$ cat src/hdl/bracketed_list_splitter_defines.svh
// assertion macros for the bracketed list splitter
`ifndef BRACKETED_LIST_SPLITTER_DEFINES_SVH
`define BRACKETED_LIST_SPLITTER_DEFINES_SVH

`ifndef SYNTH

`define BLS_ASSERT_SAME(label, clk, rst, cond, prop) \
  label: assert property (@(posedge clk) disable iff (rst) (cond) |-> (prop)) \
    else $error("assertion failed in same cycle");

`define BLS_ASSERT_NEXT(label, clk, rst, cond, prop) \
  label: assert property (@(posedge clk) disable iff (rst) (cond) |=> (prop)) \
    else $error("assertion failed in next cycle");

`else

`define BLS_ASSERT_SAME(label, clk, rst, cond, prop)
`define BLS_ASSERT_NEXT(label, clk, rst, cond, prop)

`endif

`endif

$ cat src/hdl/bls_pkg.sv
package bls_pkg;

  localparam int unsigned MaxElementsDefault = 1024;
  localparam int unsigned DepthBitsDefault   = 8;

  localparam logic [7:0] CHAR_OPEN_SQ   = 8'h5B;
  localparam logic [7:0] CHAR_CLOSE_SQ  = 8'h5D;
  localparam logic [7:0] CHAR_OPEN_CU   = 8'h7B;
  localparam logic [7:0] CHAR_CLOSE_CU  = 8'h7D;
  localparam logic [7:0] CHAR_DQUOTE    = 8'h22;
  localparam logic [7:0] CHAR_SQUOTE    = 8'h27;
  localparam logic [7:0] CHAR_SPACE     = 8'h20;
  localparam logic [7:0] CHAR_TAB       = 8'h09;
  localparam logic [7:0] CHAR_CR        = 8'h0D;
  localparam logic [7:0] DELIM_RESET    = 8'h2C;

  localparam logic [2:0] ADDR_ITEM_DELIMITER = 3'd0;

  typedef enum logic [1:0] {
    ROLE_CONTENT = 2'd0,
    ROLE_SKIPPED = 2'd1,
    ROLE_DELIM   = 2'd2,
    ROLE_OUTER   = 2'd3
  } role_t;

  typedef enum logic [1:0] {
    STATUS_OK       = 2'd0,
    STATUS_NO_OPEN  = 2'd1,
    STATUS_NO_CLOSE = 2'd2,
    STATUS_EMPTY    = 2'd3
  } status_t;

  typedef struct packed {
    logic [10:0] element_count;
    status_t     status;
    logic [9:0]  element_index;
    logic [7:0]  byte_out;
  } result_t;

  typedef struct packed {
    logic    cell_done;
    role_t   role;
    result_t data;
  } out_item_t;

  function automatic logic is_blank(input logic [7:0] b);
    is_blank = (b == CHAR_SPACE) || ((b >= CHAR_TAB) && (b <= CHAR_CR));
  endfunction

endpackage

$ cat src/hdl/bracketed_list_splitter.sv
// channel  direction  tdata                                          tuser  tlast
// s_       in         byte_in                                        -      last_byte
// m_       out        byte_out, element_index, status, elem_count    role   cell_done
// cfg      apb        item_delimiter at 0x0
// one byte per cycle in while s_tready is high, one result per byte out, each result registered before m_
// the scan state updates on every input transfer, a single register stage holds the result
// a skid register takes one result while m_tready is low, then s_tready drops
// rst clears the scan state, the delimiter to ',' and both result valid flags
// the state returns to its reset values after each last byte
`include "bracketed_list_splitter_defines.svh"

module bracketed_list_splitter #(
  parameter int unsigned MAX_ELEMENTS = bls_pkg::MaxElementsDefault,
  parameter int unsigned DEPTH_BITS   = bls_pkg::DepthBitsDefault
) (
  input  logic        clk,
  input  logic        rst,
  input  logic        s_tvalid,
  output logic        s_tready,
  input  logic [7:0]  s_tdata,   // [7:0] byte_in
  input  logic        s_tlast,
  output logic        m_tvalid,
  input  logic        m_tready,
  output logic [31:0] m_tdata,   // [7:0] byte_out, [17:8] element_index, [19:18] status,
                                 // [30:20] element_count, [31] zero
  output logic [1:0]  m_tuser,   // [1:0] role
  output logic        m_tlast,
  input  logic        psel,
  input  logic        penable,
  input  logic        pwrite,
  input  logic [2:0]  paddr,
  input  logic [31:0] pwdata,
  output logic [31:0] prdata,
  output logic        pready
);

  localparam int unsigned EW = (MAX_ELEMENTS > 1) ? $clog2(MAX_ELEMENTS) : 1;
  localparam logic [EW-1:0] ELEM_LAST = EW'(MAX_ELEMENTS - 1);
  localparam logic [DEPTH_BITS-1:0] DEPTH_MAX = {1'b0, {(DEPTH_BITS-1){1'b1}}};
  localparam logic [DEPTH_BITS-1:0] DEPTH_MIN = {1'b1, {(DEPTH_BITS-1){1'b0}}};

  logic [7:0] item_delimiter;

  logic                  first_pending, first_pending_next;
  logic                  in_quote, in_quote_next;
  logic [7:0]            open_quote, open_quote_next;
  logic [DEPTH_BITS-1:0] nest_depth, nest_depth_next;
  logic [EW-1:0]         current_element, current_element_next;
  logic                  skipping_space, skipping_space_next;
  logic                  item_has_content, item_has_content_next;
  logic                  inner_seen, inner_seen_next;
  bls_pkg::status_t      error_code, error_code_next;

  bls_pkg::role_t     res_role;
  bls_pkg::out_item_t res;
  bls_pkg::out_item_t out_reg;
  bls_pkg::out_item_t skid;
  logic               skid_valid;

  logic         s_fire;
  logic         m_fire;
  logic         cfg_write;
  logic [31:0]  idx_wide;
  logic [31:0]  count_wide;
  logic [EW:0]  count;
  logic [7:0]   b;
  logic         last;

  assign s_fire    = s_tvalid && s_tready;
  assign m_fire    = m_tvalid && m_tready;
  assign s_tready  = !skid_valid;
  assign b         = s_tdata;
  assign last      = s_tlast;

  // configuration port
  assign pready    = 1'b1;
  assign cfg_write = psel && penable && pwrite && pready;
  assign prdata    = (paddr == bls_pkg::ADDR_ITEM_DELIMITER) ? {24'd0, item_delimiter} : 32'd0;

  always_ff @(posedge clk) begin
    if (rst) begin
      item_delimiter <= bls_pkg::DELIM_RESET;
    end else if (cfg_write && (paddr == bls_pkg::ADDR_ITEM_DELIMITER)) begin
      item_delimiter <= pwdata[7:0];
    end
  end

  // scan state update
  always_comb begin
    first_pending_next    = first_pending;
    in_quote_next         = in_quote;
    open_quote_next       = open_quote;
    nest_depth_next       = nest_depth;
    current_element_next  = current_element;
    skipping_space_next   = skipping_space;
    item_has_content_next = item_has_content;
    inner_seen_next       = inner_seen;
    error_code_next       = error_code;
    res_role              = bls_pkg::ROLE_CONTENT;

    if (first_pending) begin
      res_role = bls_pkg::ROLE_OUTER;
      if ((b != bls_pkg::CHAR_OPEN_SQ) && (error_code == bls_pkg::STATUS_OK)) begin
        error_code_next = bls_pkg::STATUS_NO_OPEN;
      end
      first_pending_next = 1'b0;
    end else if (last) begin
      res_role = bls_pkg::ROLE_OUTER;
    end else begin
      inner_seen_next = 1'b1;
      if (skipping_space && bls_pkg::is_blank(b)) begin
        res_role = bls_pkg::ROLE_SKIPPED;
      end else begin
        skipping_space_next = 1'b0;
        if ((b == bls_pkg::CHAR_DQUOTE) || (b == bls_pkg::CHAR_SQUOTE)) begin
          if (!in_quote) begin
            in_quote_next   = 1'b1;
            open_quote_next = b;
          end else if (open_quote == b) begin
            in_quote_next   = 1'b0;
            open_quote_next = 8'd0;
          end
          item_has_content_next = 1'b1;
        end else if (!in_quote &&
                     ((b == bls_pkg::CHAR_OPEN_SQ) || (b == bls_pkg::CHAR_OPEN_CU))) begin
          if (nest_depth != DEPTH_MAX) begin
            nest_depth_next = nest_depth + 1'b1;
          end
          item_has_content_next = 1'b1;
        end else if (!in_quote &&
                     ((b == bls_pkg::CHAR_CLOSE_SQ) || (b == bls_pkg::CHAR_CLOSE_CU))) begin
          if (nest_depth != DEPTH_MIN) begin
            nest_depth_next = nest_depth - 1'b1;
          end
          item_has_content_next = 1'b1;
        end else if (!in_quote && (nest_depth == '0) && (b == item_delimiter)) begin
          res_role = bls_pkg::ROLE_DELIM;
          if (!item_has_content && (error_code == bls_pkg::STATUS_OK)) begin
            error_code_next = bls_pkg::STATUS_EMPTY;
          end
          if (current_element != ELEM_LAST) begin
            current_element_next = current_element + 1'b1;
          end
          skipping_space_next   = 1'b1;
          item_has_content_next = 1'b0;
        end else begin
          item_has_content_next = 1'b1;
        end
      end
    end
  end

  // result fields
  always_comb begin
    idx_wide   = first_pending ? 32'd0 : 32'(current_element);
    count      = inner_seen_next ? ({1'b0, current_element_next} + 1'b1) : '0;
    count_wide = 32'(count);

    res.role               = res_role;
    res.cell_done          = last;
    res.data.byte_out      = b;
    res.data.element_index = idx_wide[9:0];
    res.data.status        = bls_pkg::STATUS_OK;
    res.data.element_count = 11'd0;
    if (last) begin
      res.data.element_count = count_wide[10:0];
      if (error_code_next == bls_pkg::STATUS_NO_OPEN) begin
        res.data.status = bls_pkg::STATUS_NO_OPEN;
      end else if (b != bls_pkg::CHAR_CLOSE_SQ) begin
        res.data.status = bls_pkg::STATUS_NO_CLOSE;
      end else begin
        res.data.status = error_code_next;
      end
    end
  end

  always_ff @(posedge clk) begin
    if (rst) begin
      first_pending    <= 1'b1;
      in_quote         <= 1'b0;
      open_quote       <= 8'd0;
      nest_depth       <= '0;
      current_element  <= '0;
      skipping_space   <= 1'b1;
      item_has_content <= 1'b0;
      inner_seen       <= 1'b0;
      error_code       <= bls_pkg::STATUS_OK;
    end else if (s_fire) begin
      if (last) begin
        first_pending    <= 1'b1;
        in_quote         <= 1'b0;
        open_quote       <= 8'd0;
        nest_depth       <= '0;
        current_element  <= '0;
        skipping_space   <= 1'b1;
        item_has_content <= 1'b0;
        inner_seen       <= 1'b0;
        error_code       <= bls_pkg::STATUS_OK;
      end else begin
        first_pending    <= first_pending_next;
        in_quote         <= in_quote_next;
        open_quote       <= open_quote_next;
        nest_depth       <= nest_depth_next;
        current_element  <= current_element_next;
        skipping_space   <= skipping_space_next;
        item_has_content <= item_has_content_next;
        inner_seen       <= inner_seen_next;
        error_code       <= error_code_next;
      end
    end
  end

  // output register with skid
  always_ff @(posedge clk) begin
    if (rst) begin
      m_tvalid   <= 1'b0;
      skid_valid <= 1'b0;
    end else if (skid_valid) begin
      if (m_fire) begin
        skid_valid <= 1'b0;
      end
    end else if (s_fire) begin
      if (!m_tvalid || m_fire) begin
        m_tvalid <= 1'b1;
      end else begin
        skid_valid <= 1'b1;
      end
    end else if (m_fire) begin
      m_tvalid <= 1'b0;
    end
  end

  always_ff @(posedge clk) begin
    if (skid_valid) begin
      if (m_fire) begin
        out_reg <= skid;
      end
    end else if (s_fire) begin
      if (!m_tvalid || m_fire) begin
        out_reg <= res;
      end else begin
        skid <= res;
      end
    end
  end

  assign m_tdata = {1'b0, out_reg.data};
  assign m_tuser = out_reg.role;
  assign m_tlast = out_reg.cell_done;

  `BLS_ASSERT_SAME(a_skid_behind_out, clk, rst, skid_valid, m_tvalid)
  `BLS_ASSERT_SAME(a_delim_never_last, clk, rst, m_tvalid && (m_tuser == bls_pkg::ROLE_DELIM), !m_tlast)
  `BLS_ASSERT_SAME(a_summary_only_done, clk, rst, m_tvalid && !m_tlast, m_tdata[30:18] == 13'd0)
  `BLS_ASSERT_NEXT(a_cell_clears, clk, rst, s_fire && s_tlast, first_pending && (current_element == '0) && (nest_depth == '0) && !inner_seen)

endmodule
$ cat config.mk
export PLATFORM = sky130hd
export DESIGN_NAME = bracketed_list_splitter
export DESIGN_NICKNAME = d
export VERILOG_FILES = /design/src/hdl/bls_pkg.sv /design/src/hdl/bracketed_list_splitter.sv
export VERILOG_INCLUDE_DIRS = /design/src /design/src/hdl
export SDC_FILE = /design/constraint.sdc
export NUM_CORES = 1
export LEC_CHECK = 0
export ABC_CLOCK_PERIOD_IN_PS = 5650
export BUFFER_PORTS_ARGS = -buffer_cell sky130_fd_sc_hd__buf_2
export CORE_MARGIN = 4
export CORE_UTILIZATION = 42
export CTS_CLUSTER_SIZE = 10
export DETAILED_ROUTE_END_ITERATION = 7
export PLACE_DENSITY = 0.73
export SLEW_MARGIN = 20
export SYNTH_ARGS = -nofsm -noshare
export SYNTH_HDL_FRONTEND = slang
export SYNTH_SLANG_ARGS = --single-unit
$ cat constraint.sdc
create_clock -name clk -period 5.65 [get_ports clk]
set_clock_uncertainty 0.15 [all_clocks]
set_input_delay 0.2825 -clock clk [delete_from_list [all_inputs] [get_ports clk]]
set_output_delay 0.2825 -clock clk [all_outputs]
set_load 0.005 [all_outputs]
# Word-level counts from Yosys, hierarchy flattened

Index checks and enable logic that the tools add are counted.

Register bits after elaboration: 111
Input port bits: 51
Output and inout port bits: 70
Word-level logic and storage cells: 173

$add $sub $neg: 4
$lt $le $gt $ge: 2
Equal/unequal tests: 22
Multiplexer cells: 81
Bitwise operators: 2
Reductions and logical operators: 38

Operators with widths:

| operator              | number |
|---|---|
| $mux 34               | 4 |
| $mux 8                | 15 |
| $mux 10               | 10 |
| $mux 2                | 19 |
| $eq 8x7->1 const B    | 4 |
| $mux 1                | 31 |
| $eq 8x6->1 const B    | 3 |
| $ne 8x7->1 const B    | 3 |
| $eq 8x8->1            | 2 |
| $logic_and 1x1->1     | 13 |
| $mux 13               | 1 |
| $reduce_and 3->1      | 4 |
| $add 10x1->11 const B | 1 |
| $mux 11               | 1 |
| $add 10x1->10 const B | 1 |
| $ne 10x10->1 const B  | 1 |
| $add 8x1->8 const B   | 1 |
| $ge 8x4->1 const B    | 1 |
| $le 8x4->1 const B    | 1 |
| $logic_not 8->1       | 1 |
| $ne 8x8->1 const B    | 1 |
| $reduce_bool 2->1     | 4 |
| $sub 8x1->8 const B   | 1 |
| $reduce_and 7->1      | 1 |
| 12 further kinds      | 25 |

# Depth between registers and ports, before layout

Depth in word-level cells: 16
Depth in mapped cells: 17
Depth with buffers taken out: 14

# Worst setup path after synthesis

Ideal clock, no wire load.

Path type: register to register
Start point: reg nest_depth[3]
End point: reg out_reg, in the netlist m_tdata[28], data pin
Setup time: 268 ps
Arrival: 3,211 ps
Required time: 5,232 ps
Slack: 2,020 ps
Stages on the path, launching flop included: 15
Path buffers: 1
Clock period less this slack: 3,630 ps
Cells stage by stage: dfxtp_1 or4_4 nor4_4 nand4_1 nor3_2 buf_4 nand2_1 xnor2_1 ha_1 nor2b_1 nand4_1 a22oi_2 o211ai_1 xnor2_1 o31ai_1

Longest elaborated chain between the ends: 16

RTL lines:

| item                           | RTL line                       | RTL |
|---|---|---|
| from (decl)                    | bracketed_list_splitter.sv:47  | `logic [DEPTH_BITS-1:0] nest_depth, nest_depth_next;` |
| from (signal assigned)         | bracketed_list_splitter.sv:203 | `nest_depth <= nest_depth_next;` |
| $logic_not 8->1                | bracketed_list_splitter.sv:136 | `end else if (!in_quote && (nest_depth == '0) && (b == item_delimiter)) begin` |
| $logic_and 1x1->1 (2 in a row) | bracketed_list_splitter.sv:136 |  |
| $mux 10                        | bracketed_list_splitter.sv:136 |  |
| $mux 10                        | bracketed_list_splitter.sv:130 | `end else if (!in_quote &&` |
| $mux 10                        | bracketed_list_splitter.sv:124 | `end else if (!in_quote &&` |
| $mux 10                        | bracketed_list_splitter.sv:115 | `if ((b == bls_pkg::CHAR_DQUOTE) \|\| (b == bls_pkg::CHAR_SQUOTE)) begin` |
| $mux 10                        | bracketed_list_splitter.sv:111 | `if (skipping_space && bls_pkg::is_blank(b)) begin` |
| $mux 10                        | bracketed_list_splitter.sv:107 | `end else if (last) begin` |
| $mux 10                        | bracketed_list_splitter.sv:101 | `if (first_pending) begin` |
| $add 10x1->11                  | bracketed_list_splitter.sv:156 | `count = inner_seen_next ? ({1'b0, current_element_next} + 1'b1) : '0;` |
| $mux 11                        | bracketed_list_splitter.sv:156 |  |
| $mux 13                        | bracketed_list_splitter.sv:165 | `if (last) begin` |
| $mux 34                        | bracketed_list_splitter.sv:239 | `if (!m_tvalid \|\| m_fire) begin` |
| $mux 34                        | bracketed_list_splitter.sv:238 | `end else if (s_fire) begin` |
| $mux 34                        | bracketed_list_splitter.sv:234 | `if (skid_valid) begin` |
| to (signal assigned)           | bracketed_list_splitter.sv:236 | `out_reg <= skid;` |
| to (signal assigned)           | bracketed_list_splitter.sv:240 | `out_reg <= res;` |
| to (decl)                      | bracketed_list_splitter.sv:56  | `bls_pkg::out_item_t out_reg;` |

Every way passes these cells. The select of a mux whose other input is x is not followed.
A chain may end at the register's enable or synchronous reset.

# Final worst setup path

Start point: reg nest_depth[3]
End point: reg out_reg, in the netlist m_tdata[26], data pin

The elaborated chain is that of the path after synthesis.

==> flow_summary.ini <==
[critical_path]
required_ps = 5580
crit_chain = or4_4, nor4_4, nand2_1, or3_1, nor3_2, nand2_1, nand2_1, ha_1, nand2_1, a31o_2, a22oi_2, o21ai_0, xnor2_1, o31ai_1
reg2reg_from = nest_depth[3]
crit_top_cell = nand2_1
cp-end-kind = register
rrSetupSlack_ps = 1390
arrival_ps = 4190
critPathBufInv = 0
slowest_stage = nor3_2
rr_worst_depth = 14
regToRegEndpoint = m_tdata[26]
worstSetupPathType = register to register
critical_path.startpoint_type = register
critical_path.max_fanout = 11
slowest_delay_ps = 620
crit_family = simple AND/OR/NAND/NOR gates

[clocking]
cts_tree = built
htreeDepth = 3
cts_buffer_depth = 2
clock-sinks = 111
cts.clk_slew.worst_paths_ps = 70
clk_latency_ps = 350
cts_resized = 0
clockRootBuffer = clkbuf_16
numCtsBuffers = 9

[power]
power_density_nw_per_um2 = 250
p_sw_w = 0.000361
p_comb_frac = 0.085
p_leak_nw = 2.45
vdd_drop_max_mv = 0.112
internal-power_w = 0.00128
power_w = 0.00164
switching_share = 0.221
seqPwrFrac = 0.551
clockPowerShare = 0.364

[cells_and_area]
layout_commonest_cell = buf_2
nFillCells = 1248
seqCellArea_um2 = 2900
synthToLayoutAreaGrowth_pct = 12.1
drive_gt1_frac = 0.205
final_cell_mix = buf_2, edfxtp_1, nor2_1, dfxtp_1, nand2_1
antenna_cells = 0
instances_no_fill = 797
postLayoutCellArea_um2 = 6540
multi_input_area_um2 = 2630
layout.nets = 676

[place]
hpwl_mm = 8.40
placedCellCount = 776
placed_area_um2 = 6190
portBuffers = 70
place.gp.congestion = 0.852

[logic_synthesis]
synth.cell_area_um2 = 5830
async_reset_ff_frac = 0
ys.flop_type = edfxtp_1
synthDistinctLibCells = 64
syn-instance-count = 564
synth_edf_count = 68
yosysSeqAreaShare = 0.498
ys_seq_elements = 111
ys_warn_count = 0
syn_avg_cell_area_um2 = 10.3

[die]
core_area_um2 = 13400
rows = 42
die_y_um = 126
die-area_um2 = 15800
fp.dieW_um = 126
ios = 121
start_util = 0.435

[global_route]
grt_pass1_vias = 4060
antenna_found_initial = 0
grt_max_degree = 37
grt.overflow.total = 0
grt_use_total = 0.153
grt_first_pass_wirelength_mm = 19.8

[min_path]
worstHoldStart = pwdata[0]
min_path_cells = 3
min_path_type = input port to register
holdPathEnd = item_delimiter[0]

[sta]
finalMaxSlewViolations = 0
fin_crit_sh = 0.754
max_slew_margin = 0.490
max_freq_ghz = 0.235
hold_violations = 0
tns_ps = 0
tightestPinTransition_ps = 760
setup_viol = 0
rsz0062_at_grt = no
fin_crit_ps = 4260

[flow_run]
cap_violations = 0

[routing]
vias = 4184
drcViolationCount = 0
drt_wl_total_mm = 11.8
wl_per_cell_um = 14.8
drt_iter0_drc = 227
firstDrtPassIters = 5
ant_nets = 0
vias_per_cell = 5.25

[status]
status = finished clean
==> logic make-up (layout without fill, tap and decap cells) <==
| family | after synthesis | count (layout) | synth area share |
|---|---|---|---|
| AOI/OAI and AO/OA | 99 | 99 | 0.117 |
| xor gates and xnor gates | 34 | 34 | 0.0511 |
| adders and majority gates | 9 | 9 | 0.0206 |
| buffers and inverters | 77 | 110 | 0.0680 |
| DFF | 111 | 111 | 0.498 |
| muxes | 39 | 39 | 0.0721 |
| other | 2 | 26 | 0.00129 |
| and+or+nand+nor | 193 | 193 | 0.172 |
==> stage by stage <==
step / hold slack, ps / util / worst slack (ps)
CTS: 4.84 / 0.486 / 1390
detailed placement: 313 / 0.462 / 1430
global route: 18.4 / 0.488 / 1020
finish: 19.6 / 0.488 / 1390
global placement: 298 / 0.462 / 1480
floorplan: 231 / - / 2020
==> synth_stat cells (3+ instances only) <==
cell	n	area, um2
mux2_2	24	270
buf_1	3	11.3
clkbuf_1	26	97.6
xor2_1	12	105
nand4b_1	3	26.3
inv_1	15	56.3
mux2i_1	15	150
o21ai_1	3	15.0
ha_1	8	100
nor3b_1	3	22.5
buf_4	27	203
and4_1	4	35.0
a21o_1	3	22.5
nor2b_1	12	75.1
o21a_1	5	37.5
a31oi_1	4	25.0
a31o_2	3	26.3
nor3_1	8	40.0
and2_1	14	87.6
nor4_1	3	18.8
nor2_1	66	248
dfxtp_1	43	861
a2bb2oi_1	4	35.0
and3_1	6	37.5
a22oi_1	9	67.6
or2_2	3	18.8
buf_2	4	20.0
o31ai_1	12	90.1
nor3_2	3	30.0
edfxtp_1	68	2040
nand4_1	10	62.6
a21oi_1	21	105
nand3_1	6	30.0
xnor2_1	22	193
o21ai_0	12	60.1
nand2_1	39	146
o21bai_1	6	45.0
==> repair_timing <==
| action | CTS | global route |
|---|---|---|
| endpoints found under the hold margin | 4 | 0 |
| hold buffers | 4 | 0 |
| buffers inserted | 0 | 0 |
==> worst max-delay path by stage <==
stage | from | to | slack, ps | cells after the start
after floorplan | nest_depth[3] | m_tdata[28] | 2020 | 14
after global placement | nest_depth[3] | m_tdata[26] | 1480 | 14
after detailed placement | nest_depth[3] | m_tdata[26] | 1430 | 14
after CTS | nest_depth[3] | m_tdata[26] | 1390 | 14
after global routing | nest_depth[3] | m_tdata[26] | 1020 | 14
final | nest_depth[3] | m_tdata[26] | 1390 | 14
==> layout make-up <==
| class | count | area share |
|---|---|---|
| clock inverters | 3 | 0.00268 |
| inverters | 16 | 0.00919 |
| multi-input cells | 400 | 0.402 |
| flip-flops and latches | 111 | 0.444 |
| clock buffers | 13 | 0.0406 |
| repair buffers | 78 | 0.0674 |
| well taps | 176 | 0.0337 |
==> worst reg2reg max path: stages (launching register included) <==
cell and delay [ps]:
dfxtp_1 340, or4_4 570, nor4_4 310, nand2_1 60, or3_1 370, nor3_2 620
nand2_1 110, nand2_1 110, ha_1 230, nand2_1 100, a31o_2 250, a22oi_2 250
o21ai_0 140, xnor2_1 250, o31ai_1 110
==> per-layer routing <==
metal	wire length, um	track usage
met1	4980	0.180
met2	6000	0.272
met3	670	0.0428
met4	184	0.0467
met5	0	0
==> registers in the layout, summed over array words and instances, names as in the netlist <==
signal,count
m_tdata,31
skipping_space,1
current_element,10
in_quote,1
skid_valid,1
inner_seen,1
error_code,2
first_pending,1
item_delimiter,8
item_has_content,1
m_tlast,1
skid,34
open_quote,8
nest_depth,8
m_tuser,2
m_tvalid,1
==> power groups by stage <==
stage	sequential (W)	clock [W]	combinational, W
after floorplan	0.000922	0	0.0000942
after global placement	0.000920	0	0.000131
after detailed placement	0.000922	0	0.000134
after CTS	0.000904	0.000614	0.000136
after global routing	0.000906	0.000649	0.000155
final	0.000903	0.000596	0.000139
Note: power is estimated with default switching activity, not from simulation.
